### src/rtl/ssi_pkg.sv
package ssi_pkg;

  // Coordinate and intermediate widths, all exact for Q12.4 inputs.
  localparam int COORD_W = 16;
  localparam int DIFF_W  = COORD_W + 1;
  localparam int PROD_W  = 2 * DIFF_W;
  localparam int CROSS_W = PROD_W + 1;
  localparam int MAG_W   = CROSS_W;
  localparam int SUM_W   = MAG_W + 1;
  localparam int REM_W   = SUM_W + 1;

  typedef logic signed [COORD_W-1:0] coord_t;
  typedef logic signed [DIFF_W-1:0]  diff_t;
  typedef logic signed [PROD_W-1:0]  prod_t;
  typedef logic signed [CROSS_W-1:0] cross_t;
  typedef logic [MAG_W-1:0]          mag_t;
  typedef logic [SUM_W-1:0]          sum_t;
  typedef logic [REM_W-1:0]          rem_t;

  // One input transaction: the end points of both segments.
  typedef struct packed {
    coord_t a_begin_x;
    coord_t a_begin_y;
    coord_t a_end_x;
    coord_t a_end_y;
    coord_t b_begin_x;
    coord_t b_begin_y;
    coord_t b_end_x;
    coord_t b_end_y;
  } in_item_t;

  // One result transaction.
  typedef struct packed {
    logic   hit;
    logic   point_valid;
    coord_t point_x;
    coord_t point_y;
  } out_res_t;

  // Control flags that travel down the pipeline with each transaction.
  typedef struct packed {
    logic valid;
    logic hit;
    logic point_valid;
    logic at_end;
  } ctl_t;

  // Segment A data needed at the interpolation stage.
  typedef struct packed {
    coord_t pa_x;
    coord_t pa_y;
    coord_t qa_x;
    coord_t qa_y;
    diff_t  da_x;
    diff_t  da_y;
  } side_t;

endpackage

### src/rtl/ssi_div.sv
module ssi_div #(
  parameter int RATIO_BITS = 16
) (
  input  logic                  clk,
  input  logic                  rst_n,
  input  ssi_pkg::ctl_t         ctl_i,
  input  ssi_pkg::side_t        side_i,
  input  ssi_pkg::mag_t         r1_i,
  input  ssi_pkg::sum_t         sum_i,
  output ssi_pkg::ctl_t         ctl_o,
  output ssi_pkg::side_t        side_o,
  output logic [RATIO_BITS-1:0] q_o
);
  import ssi_pkg::*;

  // Restoring division, one quotient bit per pipeline stage.
  ctl_t                  ctl_r  [RATIO_BITS];
  side_t                 side_r [RATIO_BITS];
  rem_t                  rem_r  [RATIO_BITS];
  sum_t                  sum_r  [RATIO_BITS];
  logic [RATIO_BITS-1:0] q_r    [RATIO_BITS];

  for (genvar i = 0; i < RATIO_BITS; i++) begin : g_step
    ctl_t                  ctl_in;
    side_t                 side_in;
    rem_t                  rem_in;
    sum_t                  sum_in;
    logic [RATIO_BITS-1:0] q_in;
    rem_t                  rem_sh;
    logic                  take;

    if (i == 0) begin : g_first
      assign ctl_in  = ctl_i;
      assign side_in = side_i;
      assign rem_in  = REM_W'(r1_i);
      assign sum_in  = sum_i;
      assign q_in    = '0;
    end else begin : g_rest
      assign ctl_in  = ctl_r[i-1];
      assign side_in = side_r[i-1];
      assign rem_in  = rem_r[i-1];
      assign sum_in  = sum_r[i-1];
      assign q_in    = q_r[i-1];
    end

    // Shift the partial remainder and subtract the divisor when it fits.
    assign rem_sh = {rem_in[REM_W-2:0], 1'b0};
    assign take   = (rem_sh >= REM_W'(sum_in));

    always_ff @(posedge clk) begin
      if (!rst_n) begin
        ctl_r[i].valid <= 1'b0;
      end else begin
        ctl_r[i] <= ctl_in;
      end
    end

    always_ff @(posedge clk) begin
      side_r[i] <= side_in;
      sum_r[i]  <= sum_in;
      rem_r[i]  <= take ? (rem_sh - REM_W'(sum_in)) : rem_sh;
      q_r[i]    <= {q_in[RATIO_BITS-2:0], take};
    end
  end

  assign ctl_o  = ctl_r[RATIO_BITS-1];
  assign side_o = side_r[RATIO_BITS-1];
  assign q_o    = q_r[RATIO_BITS-1];

endmodule

### config.mk
export PLATFORM = sky130hd
export DESIGN_NAME = ssi_div
export DESIGN_NICKNAME = d
export VERILOG_FILES = /design/src/rtl/ssi_pkg.sv /design/src/rtl/ssi_div.sv
export SDC_FILE = /design/constraint.sdc
export NUM_CORES = 2
export LEC_CHECK = 0
export BUFFER_PORTS_ARGS = -buffer_cell sky130_fd_sc_hd__buf_4
export CELL_PAD_IN_SITES_DETAIL_PLACEMENT = 1
export CELL_PAD_IN_SITES_GLOBAL_PLACEMENT = 1
export CORE_MARGIN = 2
export CORE_UTILIZATION = 44
export DETAILED_ROUTE_END_ITERATION = 6
export GPL_TIMING_DRIVEN = 0
export MAX_ROUTING_LAYER = met4
export PLACE_DENSITY_LB_ADDON = 0.1
export SLEW_MARGIN = 30
export SYNTH_ARGS = -nofsm -noshare
export SYNTH_HDL_FRONTEND = slang
export SYNTH_SLANG_ARGS = --single-unit
### constraint.sdc
create_clock -name clk -period 3.2 [get_ports clk]
set_clock_uncertainty 0.15 [all_clocks]
set_input_delay 0.48 -clock clk [delete_from_list [all_inputs] [get_ports clk]]
set_output_delay 0.48 -clock clk [all_outputs]
set_load 0.05 [all_outputs]
Word level (Yosys, flattened, before mapping)
Memory sizes are Yosys's and may differ from the RTL's.
Cells that the tools add are included.

operators by class
  add/sub/neg operators = 16
  magnitude comparators = 16
  muxes and demuxes = 34
  bitwise logic cells = 16

operators by type and width
  kind            number
  $mux 37         16
  $ge 37x36->1    15
  $sub 37x36->37  15
  $sub 36x36->37  1
  $ge 36x36->1    1
  $mux 1          18
  $or 1x1->1      16

word-level totals
  register bits = 0
  memory bits (writable) = 3056
  bits of input ports = 175
  output and inout bits = 118
  word-level logic and storage cells = 87
  memories = 5

memories
  name    depth  bits a word  rd ports  clocked after memory_dff  write ports  line           RTL
  side_r  16     98           16        0                         16           ssi_div.sv:18  side_t side_r [RATIO_BITS];
  rem_r   16     37           15        0                         16           ssi_div.sv:19  rem_t rem_r [RATIO_BITS];
  sum_r   16     36           15        0                         16           ssi_div.sv:20  sum_t sum_r [RATIO_BITS];
  q_r     16     16           16        0                         16           ssi_div.sv:21  logic [RATIO_BITS-1:0] q_r [RATIO_BITS];
  ctl_r   16     4            16        0                         16           ssi_div.sv:17  ctl_t ctl_r [RATIO_BITS];

Logic depth before layout (Yosys ltp)
An unclocked memory read counts as a cell.

  word-level depth = 3
  mapped depth = 16
  gate-level depth less buffers = 13

Least setup slack after synthesis
Ideal clock, no wire load.

  path type = in2reg
  start point = input port sum_i[22]
  end point = memory rem_r[0][23] (netlist bit)
  setup time = 0.123 ns
  arrival = 2.960 ns
  required time = 2.927 ns
  setup slack = -0.033 ns
  stages on the path = 12
  buffers on the path = 1
  path through = inv_1 ha_1 a21o_1 a21o_1 a2111oi_0 nand3_1 nor4_1 nor3_2 a41oi_1 o21ai_2 buf_2 mux2_1

RTL lines
  item                line           RTL
  start: declaration  ssi_div.sv:9   input ssi_pkg::sum_t sum_i,
  end: declaration    ssi_div.sv:19

==> results by group <==
Setup path
  • Worst-path maximum fanout: 8
  • CP Data Required Time: 3.85 ns
  • CP Launch Point: sum_r[1][75]
  • Path type of the worst setup path: flop to flop
  • Worst setup EP type: flop
  • Reg2reg start: sum_r[1][75]
  • Critical Path Source Type: flop
  • Crit path DAT: 4.22 ns

Placed design
  • Post-DP Area: 101000 µm²
  • DP Cell Count: 11700
  • RePlAce Congestion: 0.970
  • Port bufs: 292
  • HPWL after DPL: 186000 µm
  • Post-Place Worst Slack: -1.90 ns

Yosys
  • Share of synthesized flip-flops with an asynchronous set or reset: 0
  • Yosys reg bits: 2848
  • Mapped Cells: 8606
  • Mapped Area: 94800 µm²
  • EDFF count, synth: 48
  • Synth Area per Inst: 11.0 µm²
  • Post-synthesis sequential area ratio: 0.607
  • Syn Nets: 9371
  • Distinct cells, synth: 96
  • Synth warn: 0
  • Top FF cell, synth: dfxtp_1

Global route
  • Global Route Usage Sum: 0.255
  • Vias in the first global route: 72200
  • Initial antenna violation count: 3
  • Largest net degree at the start of global routing: 56
  • First-pass GRT wire length: 420000 µm
  • Total gr overflow: 0

Finish
  • Final Instance Area: 125000 µm²
  • Synth-to-layout area growth: 31.6%
  • Multi-input logic area: 40500 µm²
  • Highest-count cells in the layout ignoring fill and taps: dfxtp_1 (2676), inv_1 (694), buf_4 (597), a21oi_1 (485), nand2_1 (424)
  • Final core occ: 0.582
  • Fillers: 21500
  • Nets: 10500
  • Non-Filler Instances: 12800
  • Layout cells sized above 1: 0.249
  • Register area: 57700 µm²
  • Commonest non-fill, non-tap cell in the layout: dfxtp_1

STA
  • Worst-Margin Slew: 0.953 ns
  • Fin crit share: 1.11
  • Tmin final: 3.57 ns
  • Slew HR: 0.358
  • Fmax: 281 MHz
  • Final WS setup: -0.365 ns
  • Final hold viol count: 0
  • RSZ-0062 raised after global routing: true
  • Final Setup Violations: 315
  • Slew Viols, Final: 0

Clocking
  • TritonCTS clock tree: built
  • Skew-Pair Late Insertion Delay: 0.93 ns
  • CTS H-tree depth: 5
  • Worst-path clk slew: 0.06 ns
  • Bufs on Longest Clock Path: 4
  • TritonCTS buffer count: 302
  • Root buffer cell: clkbuf_16
  • Clock sink count: 2848

Job
  • Max Cap Viol: 0

Power
  • Power density cells: 1150 nW/µm²
  • Peak VDD IR: 659 µV
  • Leakage: 0.0551 µW
  • Power after layout: 144000 µW

Outcome
  • Failing checks: setup timing
  • Status: complete, but fails checks

Die
  • Die Footprint: 219000 µm²
  • Top-level I/O count: 293
  • Site Rows: 170
  • Placeable Area: 214000 µm²
  • Die height: 468 µm
  • Initial Util: 0.442
  • Die X-Extent: 468 µm

Min path
  • Min-delay src: sum_i[16]
  • Tightest Hold Check Type: input pin to flop

Detailed routing
  • Drt pass-1 iters: 5
  • Initial DRC count: 2284
  • Routed vias: 65100
  • Drt via density: 5.09
  • Detailed-route wire length per cell: 22.2 µm
  • DRT Wirelength: 284000 µm
  • Post-detailed-route count of antenna-violating nets: 0
  • # DRC: 0
-- through the flow --
stage / TNS (ns) / hold WS (ns)
5_1_grt: -79.04 / 0.00334
3_3_place_gp: -773.48 / 0.159
3_5_place_dp: -680.18 / 0.163
2_1_floorplan: 0 / 0.160
4_1_cts: -57.45 / -0.561
6_report: -47.79 / 0.0306
-- critical path, cell delays in order, from the launching register on --
cell and delay [ns]:
dfxtp_2 0.34, inv_1 0.06, ha_4 0.30, o21a_1 0.17
o31a_1 0.30, o21ai_4 0.13, a211oi_4 0.30, o221ai_2 0.18
nand4_1 0.14, buf_6 0.14, a31oi_4 0.09, o22a_1 0.24
o21a_1 0.22, buf_12 0.16, buf_16 0.17, mux2_4 0.31
-- final cells by class --
cell class              instances  share of cell area
flip-flops and latches       2848               0.462
plain buffers                 132              0.0124
inverters                     736              0.0225
clock inverters               112              0.0123
diodes                          3           0.0000602
repair buffers                917              0.0688
well taps                    2838              0.0285
clock buffers                 405              0.0686
multi-input cells            4814               0.324
-- cell families after synthesis --
kind of cell	share of synthesized area
buffers and inverters	0.0388
AO/OA/AOI/OAI	0.134
flip-flops	0.607
adder cells (fa/ha/maj)	0.0791
XOR/XNOR	0.0401
multiplexers	0.0197
AND/OR/NAND/NOR	0.0812
-- where the power goes --
| group | switching (µW) | internal [µW] |
|---|---|---|
| combinational | 33200 | 28800 |
| clock | 14300 | 21300 |
| sequential | 4250 | 41800 |
| total | 51800 | 91900 |
-- registers in the layout, indices dropped and copies added, names as in the netlist --
signal and cells:
side_r 1568, rem_r 540, sum_r 540, q_r 136, ctl_r 64
-- path summary, 6_finish.rpt --
kind,cells after the start,slack [ns],to
max reg2reg,15,-0.37,rem_r[11][34]
max,15,-0.37,rem_r[11][34]
min reg2reg,0,0.11,side_r[1][210]
min,5,0.03,rem_r[0][16]
-- cells in the mapped netlist (all sizes together) (104+ instances only) --
master / instances / share of area
nor2: 401 / 0.016
ha: 575 / 0.076
clkbuf: 144 / 0.0057
nand3: 122 / 0.0064
dfxtp: 2800 / 0.59
nand4: 104 / 0.0069
xnor2: 234 / 0.022
o21ai: 470 / 0.025
a21oi: 616 / 0.033
xor2: 200 / 0.018
mux2: 153 / 0.018
a21o: 319 / 0.025
inv: 736 / 0.029
nand2: 526 / 0.021
-- repair_timing --
action,4_1_cts,5_1_grt
setup endpoints to repair,551,534
resized for setup,1155,925
hold endpoints to repair,216,11
setup buffers,220,139
gates cloned,26,21
pin swaps,217,294
hold buffers,218,12
-- layer usage --
metal / share of wire / wire length, µm / vias up / track usage
met5: 0 / 0 / - / -
met1: 0.34 / 95800 / 31600 / 0.228
met3: 0.022 / 6330 / 769 / 0.0295
met2: 0.57 / 162000 / 1113 / 0.510
met4: 0.070 / 19800 / 0 / 0.144
li1: - / - / 31600 / -
Note: power is estimated with default switching activity, not from simulation.
