### config.mk
export PLATFORM = sky130hd
export DESIGN_NAME = ssi_interp
export DESIGN_NICKNAME = d
export VERILOG_FILES = /design/src/rtl/ssi_pkg.sv /design/src/rtl/ssi_interp.sv
export SDC_FILE = /design/constraint.sdc
export NUM_CORES = 2
export LEC_CHECK = 0
export BUFFER_PORTS_ARGS = -buffer_cell sky130_fd_sc_hd__buf_2
export CORE_ASPECT_RATIO = 2
export CORE_MARGIN = 5
export CORE_UTILIZATION = 25
export DETAILED_ROUTE_END_ITERATION = 8
export PLACE_DENSITY = 0.52
export SETUP_SLACK_MARGIN = 0.4
export SLEW_MARGIN = 10
export SYNTH_ARGS = -nofsm -noshare
export SYNTH_HDL_FRONTEND = slang
export SYNTH_SLANG_ARGS = --single-unit
### constraint.sdc
create_clock -name clk -period 5.9 [get_ports clk]
set_input_delay 0.59 -clock clk [delete_from_list [all_inputs] [get_ports clk]]
set_output_delay 0.59 -clock clk [all_outputs]
set_load 0.01 [all_outputs]
### src/rtl/ssi_pkg.sv
package ssi_pkg;

  // Coordinate and intermediate widths, all exact for Q12.4 inputs.
  localparam int COORD_W = 16;
  localparam int DIFF_W  = COORD_W + 1;
  localparam int PROD_W  = 2 * DIFF_W;
  localparam int CROSS_W = PROD_W + 1;
  localparam int MAG_W   = CROSS_W;
  localparam int SUM_W   = MAG_W + 1;
  localparam int REM_W   = SUM_W + 1;

  typedef logic signed [COORD_W-1:0] coord_t;
  typedef logic signed [DIFF_W-1:0]  diff_t;
  typedef logic signed [PROD_W-1:0]  prod_t;
  typedef logic signed [CROSS_W-1:0] cross_t;
  typedef logic [MAG_W-1:0]          mag_t;
  typedef logic [SUM_W-1:0]          sum_t;
  typedef logic [REM_W-1:0]          rem_t;

  // One input transaction: the end points of both segments.
  typedef struct packed {
    coord_t a_begin_x;
    coord_t a_begin_y;
    coord_t a_end_x;
    coord_t a_end_y;
    coord_t b_begin_x;
    coord_t b_begin_y;
    coord_t b_end_x;
    coord_t b_end_y;
  } in_item_t;

  // One result transaction.
  typedef struct packed {
    logic   hit;
    logic   point_valid;
    coord_t point_x;
    coord_t point_y;
  } out_res_t;

  // Control flags that travel down the pipeline with each transaction.
  typedef struct packed {
    logic valid;
    logic hit;
    logic point_valid;
    logic at_end;
  } ctl_t;

  // Segment A data needed at the interpolation stage.
  typedef struct packed {
    coord_t pa_x;
    coord_t pa_y;
    coord_t qa_x;
    coord_t qa_y;
    diff_t  da_x;
    diff_t  da_y;
  } side_t;

endpackage

### src/rtl/ssi_interp.sv
module ssi_interp #(
  parameter int RATIO_BITS = 16
) (
  input  logic                  clk,
  input  logic                  rst_n,
  input  ssi_pkg::ctl_t         ctl_i,
  input  ssi_pkg::side_t        side_i,
  input  logic [RATIO_BITS-1:0] q_i,
  output logic                  out_strobe,
  output ssi_pkg::out_res_t     out_res
);
  import ssi_pkg::*;

  localparam int MUL_W = DIFF_W + RATIO_BITS + 1;

  // Multiply stage: direction of segment A times the unsigned ratio.
  ctl_t                    ctl_m_r;
  side_t                   side_m_r;
  logic signed [MUL_W-1:0] prod_x_r, prod_y_r;
  logic signed [MUL_W-1:0] q_ext;

  assign q_ext = MUL_W'($signed({1'b0, q_i}));

  always_ff @(posedge clk) begin
    if (!rst_n) begin
      ctl_m_r.valid <= 1'b0;
    end else begin
      ctl_m_r <= ctl_i;
    end
  end

  always_ff @(posedge clk) begin
    side_m_r <= side_i;
    prod_x_r <= MUL_W'(side_i.da_x) * q_ext;
    prod_y_r <= MUL_W'(side_i.da_y) * q_ext;
  end

  // Output stage: dropping the fraction bits rounds toward minus infinity.
  out_res_t res_nxt, res_r;
  logic     strobe_r;

  always_comb begin
    res_nxt.hit         = ctl_m_r.hit;
    res_nxt.point_valid = ctl_m_r.point_valid;
    if (!ctl_m_r.point_valid) begin
      res_nxt.point_x = side_m_r.pa_x;
      res_nxt.point_y = side_m_r.pa_y;
    end else if (ctl_m_r.at_end) begin
      res_nxt.point_x = side_m_r.qa_x;
      res_nxt.point_y = side_m_r.qa_y;
    end else begin
      res_nxt.point_x = side_m_r.pa_x + prod_x_r[RATIO_BITS +: COORD_W];
      res_nxt.point_y = side_m_r.pa_y + prod_y_r[RATIO_BITS +: COORD_W];
    end
  end

  always_ff @(posedge clk) begin
    if (!rst_n) begin
      strobe_r <= 1'b0;
    end else begin
      strobe_r <= ctl_m_r.valid;
    end
  end

  always_ff @(posedge clk) begin
    res_r <= res_nxt;
  end

  assign out_strobe = strobe_r;
  assign out_res    = res_r;

endmodule

After elaboration in Yosys (flattened, before gate mapping):

Cells that the tools add are included.

* flip-flop bits (word level): 167
* bits in latches: 0
* RAM bits: 0
* ROM bits: 0
* bits of input ports: 120
* output and inout bits: 35
* word-level logic and storage cells: 21
* memories kept: 0

* $add $sub $neg: 2
* $mul: 2
* divide/modulo/power cells: 0
* $lt $le $gt $ge: 0
* equality and inequality tests: 0
* shift operators: 0
* muxes and demuxes: 2
* bitwise gates (word level): 0
* reduce and logical (&&, ||, !) cells: 0

Operators by type and width (count)
* 17-bit by 17-bit multiplier with 32-bit output: 2
* 32-bit 2-to-1 mux: 2
* 16-bit adder: 2

Longest topological paths before layout:

* depth after elaboration: 3
* mapped depth: 23

Least setup slack after synthesis:

Ideal clock, no wire load.

* kind: input to register
* from: in side_i[16] (netlist bit)
* to: reg prod_y_r[31]
* setup time: 0.072 ns
* data arrival time: 6.187 ns
* required time: 5.828 ns
* path slack: -0.359 ns
* stages on the path: 22
* buffers on the path: 1
* cells stage by stage: clkbuf_1 > nand2_1 > inv_1 > fa_1 > inv_1 > fa_1 > inv_1 > fa_1 > fa_1 > fa_1 > inv_1 > fa_1 > inv_1 > ha_1 > nand4_1 > a21oi_1 > a221oi_2 > nor3b_2 > a211oi_1 > a2111o_1 > a21oi_1 > xnor2_1

* cells in the longest elaborated chain, start to end: 1

RTL lines
* start, declared: RTL line ssi_interp.sv:7 `input ssi_pkg::side_t side_i,`
* 17-bit by 17-bit multiplier with 32-bit output: RTL line ssi_interp.sv:35 `prod_y_r <= MUL_W'(side_i.da_y) * q_ext;`
* end signal, assigned: RTL line ssi_interp.sv:35
* end, declared: RTL line ssi_interp.sv:19 `logic signed [MUL_W-1:0] prod_x_r, prod_y_r;`

No other way between the ends.
A chain may end at the register's enable or synchronous reset.

Final worst setup path:

* from: in q_i[4]
* to: reg prod_y_r[31]

* cells in the longest elaborated chain, start to end: 1

RTL lines
* start, declared: RTL line ssi_interp.sv:8 `input logic [RATIO_BITS-1:0] q_i,`
* 17-bit by 17-bit multiplier with 32-bit output: RTL line ssi_interp.sv:35

No other way between the ends.

==> reports/summary.md <==
Of the cells placed in the final design, the portion with a size suffix greater than 1 is 23.3%. Synthesis inferred 135 register bits. For this run, the register share of the synthesized area comes to 11.3%. Hold repair after CTS inserted 0 buffers. Cell repeated most along the worst path: fa_1. In this run the remaining antenna-violating nets after routing total 0. For the iteration count of the initial detailed-routing pass, the log shows 5.

The core box area was 96300 um2. Timing analysis after detailed placement gives a worst setup slack of -888 ps. The family with the most delay on the worst path was adder cells. The count of buffers inserted at the top-level ports is 154, and the number of sinks on the clock net is 135. By count the netlist is led by inv_1 (667), fa_1 (532), nand2_1 (319), and2_1 (259), ha_1 (190). The wire length of the first global-routing pass is 114000 um.

For this run, design rule violations remaining after detail routing come to 0. The maximum root-to-sink buffer count is 2. Counting every net in the synthesized netlist gives 3462.

STA puts the critical path data arrival time at 6120 ps. The number of violations reported at the end of detailed-routing iteration 0 is 607, and the number of pins with negative max-slew slack in the final report is 0. Counting I/O delays and the setup requirement, the final critical path takes 5750 ps. STA puts the critical path data required time at 6270 ps.

The type of the worst setup path is in2reg. The largest net degree at the start of global routing was 73. Largest area contributor in the synthesized netlist: fa_1. The chip height is 450 um, and the clock slew seen by the registers of the worst setup and hold paths is 60 ps. The area of the mapped netlist is 24200 um2.

The run gives 4162 as the number of cells after detailed placement. The worst register-to-register path begins at side_m_r[82]. The initial antenna violation count came out at 16.

TritonCTS built the clock tree. The delay of the slowest cell on the worst path is 620 ps. After the flow finishes, the layout carries non-filler instances totaling 4252. The all-layer global routing usage is 14.4%.

The share of the clock period used by the worst path after layout came out at 97.5%. Once routing completed, OpenROAD measured the worst setup slack at 149 ps. By area the synthesized netlist is led by fa_1 (44%), dfxtp_1 (11%), inv_1 (10%). The count of warnings emitted by yosys is 0. The area of the die is 103000 um2, and the count of H-tree levels built during CTS is 4.

After the last flow step, the layout net total stands at 3853. Across the whole layout, storage elements account for 2730 um2. Setup violations remaining at the end of the flow were counted as 0. The critical path starts at q_i[4]. In this run the worst setup path terminates at prod_y_r[31]. Dividing the detail-routed via count by the number of cells gives 4.31. Summed over all layers, the global routing overflow is 0. Cells fill 31.8% of the core in the end. For the final database, setup skew stands at 12.4 ps. After filler insertion, the fill cell instance count of the layout stands at 10000. At the later pin of the worst-skew pair, clock insertion delay measures 450 ps. The library cell with the highest instance count after synthesis was inv_1.

The critical path crosses 21 cells after its start point. Counting cells, the worst reg-to-reg path comes to 11. The synthesized design devotes to its leading area cell type 44.0% of total area. The async set-reset flop share out of synthesis came out at 0%. The critical path goes through buf_12 -> buf_12 -> and2_4 -> fa_2 -> buf_4 -> fa_1 -> fa_1 -> fa_1 -> fa_1 -> inv_1 -> fa_1 -> inv_1 -> ha_4 -> a21o_1 -> a21o_1 -> a221oi_4 -> nor3b_4 -> a211oi_2 -> a2111o_1 -> a21oi_2 -> xnor2_1.

Top flip-flop cell by instance count after synthesis: dfxtp_1. The worst pin sits at a relative slew slack of 50.0%. Combined buffer and inverter count along the critical path: 5. Setup repair after global routing could not meet its margin everywhere.

The top fanout value on the critical path works out to 5. The initial utilization of the core area, before any placement, comes to 25.1%. The count of different cell masters after synthesis was 60; the pin slew with the least headroom to its limit was 750 ps. The layout overhead on the synthesized area is 26.7%. The width of the die came out at 230 um. The root buffer selected by CTS was clkbuf_16. For the total number of placement rows, the log shows 161. Static timing analysis puts the maximum clock frequency at 174 MHz. The slowest stage of the critical path is the fa_2 cell.

Across the run, the number of max-cap violations was 0. The endpoint identified for the worst register-to-register timing path is out_res[30]. After technology mapping, the gate count stands at 2620. The average instance in the mapped netlist occupies 9.23 um2. The tools report the worst setup slack for register-to-register paths as 2990 ps. The run gives 18300 as the overall via count from detail_route.

In the final routed layout, each cell accounts on average for 17.9 um. The final-report hold violation count was 0. STA classifies the critical path startpoint as an input pin.

The number of global-route vias before repair was 20600. The multi-input combinational cells in the finished layout cover a total of 19400 um2. The tools report the half-perimeter wire length after detailed placement as 64400 um. Critical path endpoint category: a flip-flop.

Counting flops with a built-in enable in the synthesized netlist gives 3. The flow ran to the end, and the final reports show no timing, DRC or antenna violations. The top-level I/O count is 155. For the placer congestion estimate, the log shows 0.878.

Wires add up to 76300 um. Counting the buffers created by CTS gives 17. The path class of the tightest hold or removal check is in2reg.
worst min-delay path by stage:
stage / cells after the start / slack, ps / end / start
detailed placement: 0 / 340 / out_res[33] / ctl_m_r[2]
CTS: 1 / 210 / side_m_r[38] / side_i[38]
floorplan: 0 / 320 / out_res[33] / ctl_m_r[2]
finish: 1 / 240 / side_m_r[59] / side_i[59]
global route: 1 / 220 / side_m_r[59] / side_i[59]
global placement: 0 / 340 / out_res[33] / ctl_m_r[2]
per-stage QoR:
stage	TNS [ps]	cell area (um2)	hold slack, ps
floorplan	0	24500	323
global placement	-16580	28500	335
detailed placement	-17130	28500	338
CTS	0	29600	212
global route	-7.88	30600	219
finish	0	30700	238
per-layer routing:
| layer | track usage [%] | up-vias | share of wire, % |
|---|---|---|---|
| li1 | - | 8495 | - |
| met3 | 1.77 | 195 | 3.4 |
| met1 | 13.3 | 9216 | 32 |
| met4 | 8.72 | 12 | 8.0 |
| met2 | 29.0 | 395 | 57 |
| met5 | 0 | - | 0.11 |
what timing repair did:
| item | CTS | global route |
|---|---|---|
| gates resized for setup | 82 | 179 |
| hold endpoints to repair | 0 | 0 |
| gates cloned | 2 | 13 |
| setup buffers | 17 | 20 |
| pin swaps | 26 | 91 |
| setup endpoints to repair | 30 | 31 |
sequential cells by signal, summed over array words and instances, names as in the netlist:
| signal | count |
|---|---|
| prod_y_r | 16 |
| out_res | 34 |
| side_m_r | 64 |
| prod_x_r | 16 |
| ctl_m_r | 4 |
| out_strobe | 1 |
kinds of logic after synthesis:
group           synth area share (%)
fa+ha+maj                       53.9
flops                           11.3
simple gates                    14.8
buf+inv                         11.9
xor+xnor                        2.53
compound gates                  5.27
mux                            0.414
area by class of cell:
type                            instances  share of cell area [%]
Antenna cell                            7                  0.0571
Clock buffer                           19                    1.48
Clock inverter                         12                   0.453
Inverter                              667                    8.17
Multi-Input combinational cell       1720                    63.1
Sequential cell                       135                    8.91
Tap cell                             1222                    4.99
Timing Repair Buffer                  470                    12.8
cell usage in the layout, fill, tap and decap left out, types with 6 or more instances in the layout:
master / count
xnor2_1: 52
o21a_1: 14
dfxtp_1: 132
and2_4: 26
ha_1: 171
a211oi_1: 10
nand2_2: 7
a211oi_2: 6
nand2_1: 307
diode_2: 7
nand3_1: 12
inv_1: 625
fa_1: 492
xor2_1: 16
buf_12: 24
nor2b_1: 10
inv_2: 41
buf_6: 28
nor2_1: 69
o21ai_0: 12
nor3_2: 6
buf_4: 266
a31oi_1: 8
a21o_1: 14
ha_4: 16
and2_1: 233
clkbuf_16: 31
a21oi_1: 52
buf_2: 127
o211ai_1: 8
nor3_1: 16
a21oi_2: 11
fa_2: 40
or3_1: 8
mux2i_1: 10
Power is left out: the tool's default activity adds up to more than one toggle a clock period on the data nets, which glitch-free logic cannot reach.
